`config.mk`:
```
export PLATFORM = sky130hd
export DESIGN_NAME = shipbp_calc
export DESIGN_NICKNAME = d
export VERILOG_FILES = /design/src/shipbp_pkg.sv /design/src/shipbp_calc.sv
export SDC_FILE = /design/constraint.sdc
export NUM_CORES = 1
export LEC_CHECK = 0
export BUFFER_PORTS_ARGS = -buffer_cell sky130_fd_sc_hd__buf_2
export CAP_MARGIN = 20
export CORE_AREA = 2 2 122 124
export DETAILED_ROUTE_END_ITERATION = 12
export DIE_AREA = 0 0 124 126
export PLACE_DENSITY = 0.8
export SLEW_MARGIN = 20
export SYNTH_ARGS = -nofsm -noshare
export SYNTH_HDL_FRONTEND = slang
export SYNTH_SLANG_ARGS = --single-unit
```
`constraint.sdc`:
```
create_clock -name vclk -period 5.44
set_clock_uncertainty 0.15 [all_clocks]
set_input_delay 0.272 -clock vclk [all_inputs]
set_output_delay 0.272 -clock vclk [all_outputs]
set_load 0.02 [all_outputs]
```
`src/shipbp_pkg.sv`:
```
`timescale 1ns / 1ps
`default_nettype none

package shipbp_pkg;

	localparam int NUM_SETS_DEF = 2048;
	localparam int NUM_WAYS_DEF = 16;
	localparam int REUSE_DEPTH = 2048;
	localparam int REUSE_AW = 11;
	localparam int SETIDX_W = 11;
	localparam int WAYIDX_W = 4;
	localparam int VMASK_W = 16;
	localparam int ADDR_W = 64;
	localparam int WIN_W = 8;
	localparam int RRPV_W = 2;
	localparam int CTR_W = 2;
	localparam int SIG_W = 6;

	localparam logic [WIN_W-1:0] THR_RESET = 8'd200;
	localparam logic [WIN_W-1:0] WIN_MAX = 8'hFF;
	localparam logic [ADDR_W-1:0] STRIDE_BYTES = 64'd64;
	localparam logic [RRPV_W-1:0] RRPV_HIT = 2'd0;
	localparam logic [RRPV_W-1:0] RRPV_NEAR = 2'd1;
	localparam logic [RRPV_W-1:0] RRPV_LONG = 2'd2;
	localparam logic [RRPV_W-1:0] RRPV_MAX = 2'd3;
	localparam logic [CTR_W-1:0] CTR_RESET = 2'd1;
	localparam logic [CTR_W-1:0] CTR_MID = 2'd2;
	localparam logic [CTR_W-1:0] CTR_MAX = 2'd3;
	localparam logic [3:0] REDUCE_STEPS = 4'd10;

	typedef enum logic {
		OP_VICTIM = 1'b0,
		OP_UPDATE = 1'b1
	} shipbp_op_t;

	typedef struct packed {
		shipbp_op_t opcode;
		logic [SETIDX_W-1:0] set_index;
		logic [WAYIDX_W-1:0] way_index;
		logic [VMASK_W-1:0] valid_mask;
		logic [ADDR_W-1:0] program_counter;
		logic [ADDR_W-1:0] phys_addr;
		logic was_hit;
	} shipbp_req_t;

	typedef struct packed {
		logic [WAYIDX_W-1:0] victim_way;
		logic bypass_fill;
	} shipbp_rsp_t;

	typedef struct packed {
		logic inv_found;
		logic [WAYIDX_W-1:0] inv_way;
		logic [WIN_W-1:0] win;
		logic [CTR_W-1:0] ctr;
	} shipbp_calc_t;

	typedef enum logic [2:0] {
		ST_CLEAR,
		ST_IDLE,
		ST_REDUCE,
		ST_READ,
		ST_CALC,
		ST_COMMIT
	} shipbp_state_t;

	function automatic logic [REUSE_AW-1:0] reuse_index(input logic [ADDR_W-1:0] pc);
		logic [SIG_W-1:0] sig;
		sig = pc[5:0] ^ pc[11:6] ^ pc[17:12];
		return {sig[5:1], 6'b0} | {5'b0, sig};
	endfunction

endpackage

`default_nettype wire

```
`src/shipbp_calc.sv`:
```
`timescale 1ns / 1ps
`default_nettype none

module shipbp_calc #(
	parameter int NUM_WAYS = shipbp_pkg::NUM_WAYS_DEF
) (
	input  wire shipbp_pkg::shipbp_req_t                 item,
	input  wire logic [2*NUM_WAYS-1:0]                   row,
	input  wire logic [shipbp_pkg::WIN_W-1:0]            win,
	input  wire logic [shipbp_pkg::ADDR_W-1:0]           last,
	input  wire logic [shipbp_pkg::CTR_W-1:0]            ctr,
	output shipbp_pkg::shipbp_calc_t                     res,
	output logic [2*NUM_WAYS-1:0]                        row_lift
);

	localparam int INV_N = (NUM_WAYS < shipbp_pkg::VMASK_W) ? NUM_WAYS : shipbp_pkg::VMASK_W;

	logic [shipbp_pkg::ADDR_W-1:0] delta;
	logic stride;
	logic has_max;
	logic has_hi;
	logic has_any;
	logic [shipbp_pkg::RRPV_W-1:0] top;
	logic [shipbp_pkg::RRPV_W-1:0] lift;

	always_comb begin
		delta = item.phys_addr - last;
		stride = (last != '0) && ((delta == shipbp_pkg::STRIDE_BYTES) ||
			(delta == ('0 - shipbp_pkg::STRIDE_BYTES)));

		res.win = win;
		if (stride) begin
			if (win != shipbp_pkg::WIN_MAX) begin
				res.win = win + 8'd1;
			end
		end else if (win != '0) begin
			res.win = win - 8'd1;
		end

		res.ctr = ctr;
		if (item.was_hit) begin
			if (ctr != shipbp_pkg::CTR_MAX) begin
				res.ctr = ctr + 2'd1;
			end
		end else if (ctr != '0) begin
			res.ctr = ctr - 2'd1;
		end

		res.inv_found = 1'b0;
		res.inv_way = '0;
		for (int w = INV_N - 1; w >= 0; w--) begin
			if (!item.valid_mask[w]) begin
				res.inv_found = 1'b1;
				res.inv_way = shipbp_pkg::WAYIDX_W'(w);
			end
		end

		has_max = 1'b0;
		has_hi = 1'b0;
		has_any = 1'b0;
		for (int w = 0; w < NUM_WAYS; w++) begin
			has_max = has_max | (row[2*w+1] & row[2*w]);
			has_hi = has_hi | row[2*w+1];
			has_any = has_any | row[2*w+1] | row[2*w];
		end
		if (has_max) begin
			top = shipbp_pkg::RRPV_MAX;
		end else if (has_hi) begin
			top = shipbp_pkg::RRPV_LONG;
		end else if (has_any) begin
			top = shipbp_pkg::RRPV_NEAR;
		end else begin
			top = shipbp_pkg::RRPV_HIT;
		end
		lift = shipbp_pkg::RRPV_MAX - top;
		for (int w = 0; w < NUM_WAYS; w++) begin
			row_lift[2*w +: 2] = row[2*w +: 2] + lift;
		end
	end

endmodule

`default_nettype wire

```
Yosys cells after proc, flatten, opt, wreduce, memory -nomap -nowiden:

Index checks and enable logic that the tools add are counted.

* register bits after elaboration: 0
* input port bits: 267
* output and inout port bits: 47
* logic and storage cells: 133

* add/subtract/negate cells: 22
* eq/ne operators: 4
* multiplexer cells: 25
* bitwise logic cells: 77
* reductions and logical operators: 5

Operators by type and width (count)
* 2-to-1 mux 5 bit: 16
* equality test 64 bit (second input constant): 1
* equality test 64 x 7 -> 1 bit (second input constant): 1
* nonzero test 64 bit: 1
* subtractor 64 bit: 1
* OR 1 bit: 61
* adder 2 bit: 16
* 2-to-1 mux 8 bit: 3
* bitwise AND 1 bit: 16
* 2-to-1 mux 2 bit: 5
* adder 8 x 1 -> 8 bit (second input constant): 1
* inequality test 8 bit (second input constant): 1
* nonzero test 8 bit: 1
* subtractor 8 x 1 -> 8 bit (second input constant): 1
* adder 2 x 1 -> 2 bit (second input constant): 1
* inequality test 2 bit (second input constant): 1
* nonzero test 2 bit: 1
* subtractor 2 x 1 -> 2 bit (second input constant): 1
* subtractor 2 bit (first input constant): 1
* logical AND 1 bit: 1
* logical OR 1 bit: 1
* 2-to-1 mux 1 bit: 1

Logic depth before layout (Yosys ltp):

* word-level depth: 36
* mapped depth: 18
* depth with buffers taken out: 15

Least setup slack after synthesis:

Ideal clock, no wire load.

* path type: input to output
* from: input port last[1] (netlist bit)
* to: output port res[2] (netlist bit)
* data arrival time: 4.578 ns
* data required time: 5.018 ns
* path slack: 0.440 ns
* cell stages on the path: 15
* buffers on the path: 0
* cells stage by stage: inv_1 ha_1 nor2b_1 o2111a_1 a211oi_4 a211oi_2 o211ai_1 a21boi_0 or4b_1 or4_1 or4_1 or4_4 a21oi_4 a21oi_1 a211oi_1

RTL lines
* start, declared: RTL line shipbp_calc.sv:10 `input wire logic [shipbp_pkg::ADDR_W-1:0] last,`
* end, declared: RTL line shipbp_calc.sv:12 `output shipbp_pkg::shipbp_calc_t res,`

==> flow_metrics.tcl <==
set metrics [dict create \
    syn_area_per_cell_um2 6.24 \
    yosys_warnings 0 \
    rows 44 \
    die_area_mm2 0.0156 \
    cp-start-kind "input port" \
    irDropWorstVdd_mv 0.0670 \
    cts_resized 0 \
    synth_top_area_share_pct 12.5 \
    critPathRequiredTime_ns 5.02 \
    vias_per_cell 6.34 \
    synthesis.nets 1390 \
    yosysMostFrequentCell "nand2_1" \
    die_x_um 124 \
    setup.worst_path.class "input port to output pin" \
    critPathMaxFanout 12 \
    ant_nets 0 \
    routedWlPerCell_um 18.7 \
    netlist_area_mm2 0.00660 \
    design_area_mm2 0.00837 \
    grt_antenna_before_repair 3 \
    chipHeight_um 126 \
    cts_setup_buffers 0 \
    fin_crit_sh_pct 97.3 \
    fmax_mhz 189 \
    num_vias 9476 \
    syn_inst 1057 \
    power_leakage_uw 0.00390 \
    hold_class "input port to output pin" \
    crit_end "res[4]" \
    grt_overflow 0 \
    multi_input_area_mm2 0.00620 \
    drc 0 \
    drive_gt1_share_pct 26.1 \
    worst_slew_pin_slew_ns 0.911 \
    synth_top_area_cell "ha_1" \
    setup_viol 0 \
    finalHoldViolations 0 \
    ys_types 82 \
    cp_data_arrival_time_ns 4.87 \
    yosysSeqAreaShare_pct 0 \
    globalplace.congestion 1.03 \
    fp.coreArea_mm2 0.0143 \
    start_util_pct 46.1 \
    outcome "completed" \
    dpl_cell_area_mm2 0.00828 \
    fill_cells 1445 \
    drv_slew 0 \
    io_pins 314 \
    startpoint "last[15]" \
    synth_commonest_cells "120 x nand2_1, 94 x a21oi_1, 87 x nor2_1, 77 x inv_1, 66 x ha_1" \
    drv_cap 0 \
    grt_pass1_wl_um 40800 \
    firstDrtPassIters 6 \
    nets 1643 \
    seq_cells 0 \
    min_path_cells 3 \
    drt_iter0_drc 1025 \
    first_global_vias 8064 \
    clkbuf_count 0 \
    grt_max_degree 27 \
    pwr_density_cell_mw_per_mm2 116 \
    io_buffers 234 \
    grt_util_all_layers_pct 32.9 \
    synth.top_cells.by_area "ha_1 13%, a21oi_1 7.1%, nand2_1 6.8%, nand4_1 5.0%, nor2_1 4.9%" \
    hpwlAfterDp_um 24200 \
    ff_latch_area_um2 0 \
    routed_wirelength_um 27900 \
    area_delta_synth_final_pct 26.9 \
    fin_crit_ns 5.30 \
    power_uw 972 \
    ctsHoldBuffers 0 \
    slew_headroom_pct 38.7 \
    end_kind "output pin" \
]
-- metal layers --
layer,share of wire [%],GRT usage (%)
met5,0.047,0
met4,2.9,7.34
met3,13,8.02
met2,42,51.8
met1,41,45.1
-- layout by cell type, fill, tap and decap left out, types with 6 or more instances in the layout --
| cell type | n |
|---|---|
| a21oi_1 | 87 |
| or3_1 | 14 |
| ha_1 | 62 |
| buf_2 | 233 |
| a211o_1 | 23 |
| o21ai_1 | 13 |
| mux2i_1 | 6 |
| xnor2_1 | 22 |
| nor4_1 | 41 |
| o21ai_0 | 59 |
| or4_1 | 11 |
| and4_1 | 6 |
| a21oi_2 | 8 |
| a22oi_1 | 13 |
| and3_1 | 6 |
| o21bai_1 | 9 |
| a31oi_1 | 12 |
| a21o_1 | 23 |
| o211ai_1 | 6 |
| inv_1 | 77 |
| nor2b_1 | 6 |
| nand3_1 | 31 |
| a211oi_1 | 15 |
| nor2_1 | 86 |
| xor2_1 | 31 |
| nand2_1 | 120 |
| o31ai_1 | 7 |
| buf_4 | 65 |
| o21a_1 | 16 |
| nor3_1 | 32 |
| nand4_1 | 53 |
-- cell families after synthesis --
kind of cell               share of synthesized area [%]
and+or+nand+nor                                     35.3
buffers and inverters                               7.53
AOI/OAI and AO/OA                                   36.5
adders and majority gates                           12.8
muxes                                              0.910
xor gates and xnor gates                            7.04
-- final cells by class --
type               count  area share (%)
multi-input cells    933            74.0
diodes                 2          0.0598
inverters             77            3.45
repair buffers       298            19.8
well taps            184            2.75
-- worst min path at each step --
stage / from / end / slack, ns
after floorplan: item[130] / res[11] / 0.52
after global placement: item[130] / res[10] / 0.70
after global routing: item[131] / res[11] / 0.74
after detailed placement: item[131] / res[11] / 0.71
after CTS: item[131] / res[11] / 0.71
final: item[131] / res[11] / 0.71
-- where the power goes --
part	switching, uW	internal (uW)	leakage [uW]
Clock	0	0.0000224	0.0000000127
Combinational	590	382	0.00390
Sequential	0	0	0
Total	590	382	0.00390
-- worst max-delay path, stage by stage --
cell and delay, ns:
buf_2 0.10, inv_1 0.04, ha_1 0.41, nand2_2 0.09
o31ai_1 0.25, a21oi_1 0.16, nor4b_2 0.36, a21boi_4 0.27
o221ai_2 0.13, or4b_1 0.52, or4_1 0.42, or4_1 0.47
or4_4 0.57, a21oi_4 0.18, buf_4 0.18, a211oi_1 0.06
nor3_1 0.19, buf_2 0.19
-- stage by stage --
step	setup slack [ns]	hold slack, ns	util (%)	TNS (ns)	std cells
after global placement	0.150	0.697	57.9	0	1492
after CTS	0.103	0.709	57.9	0	1492
after floorplan	0.440	0.517	-	0	1057
after global routing	-0.00321	0.740	58.5	-0.00321	1493
after detailed placement	0.114	0.709	57.9	0	1492
final	0.144	0.709	58.5	0	1494
Note: power is estimated with default switching activity, not from simulation.
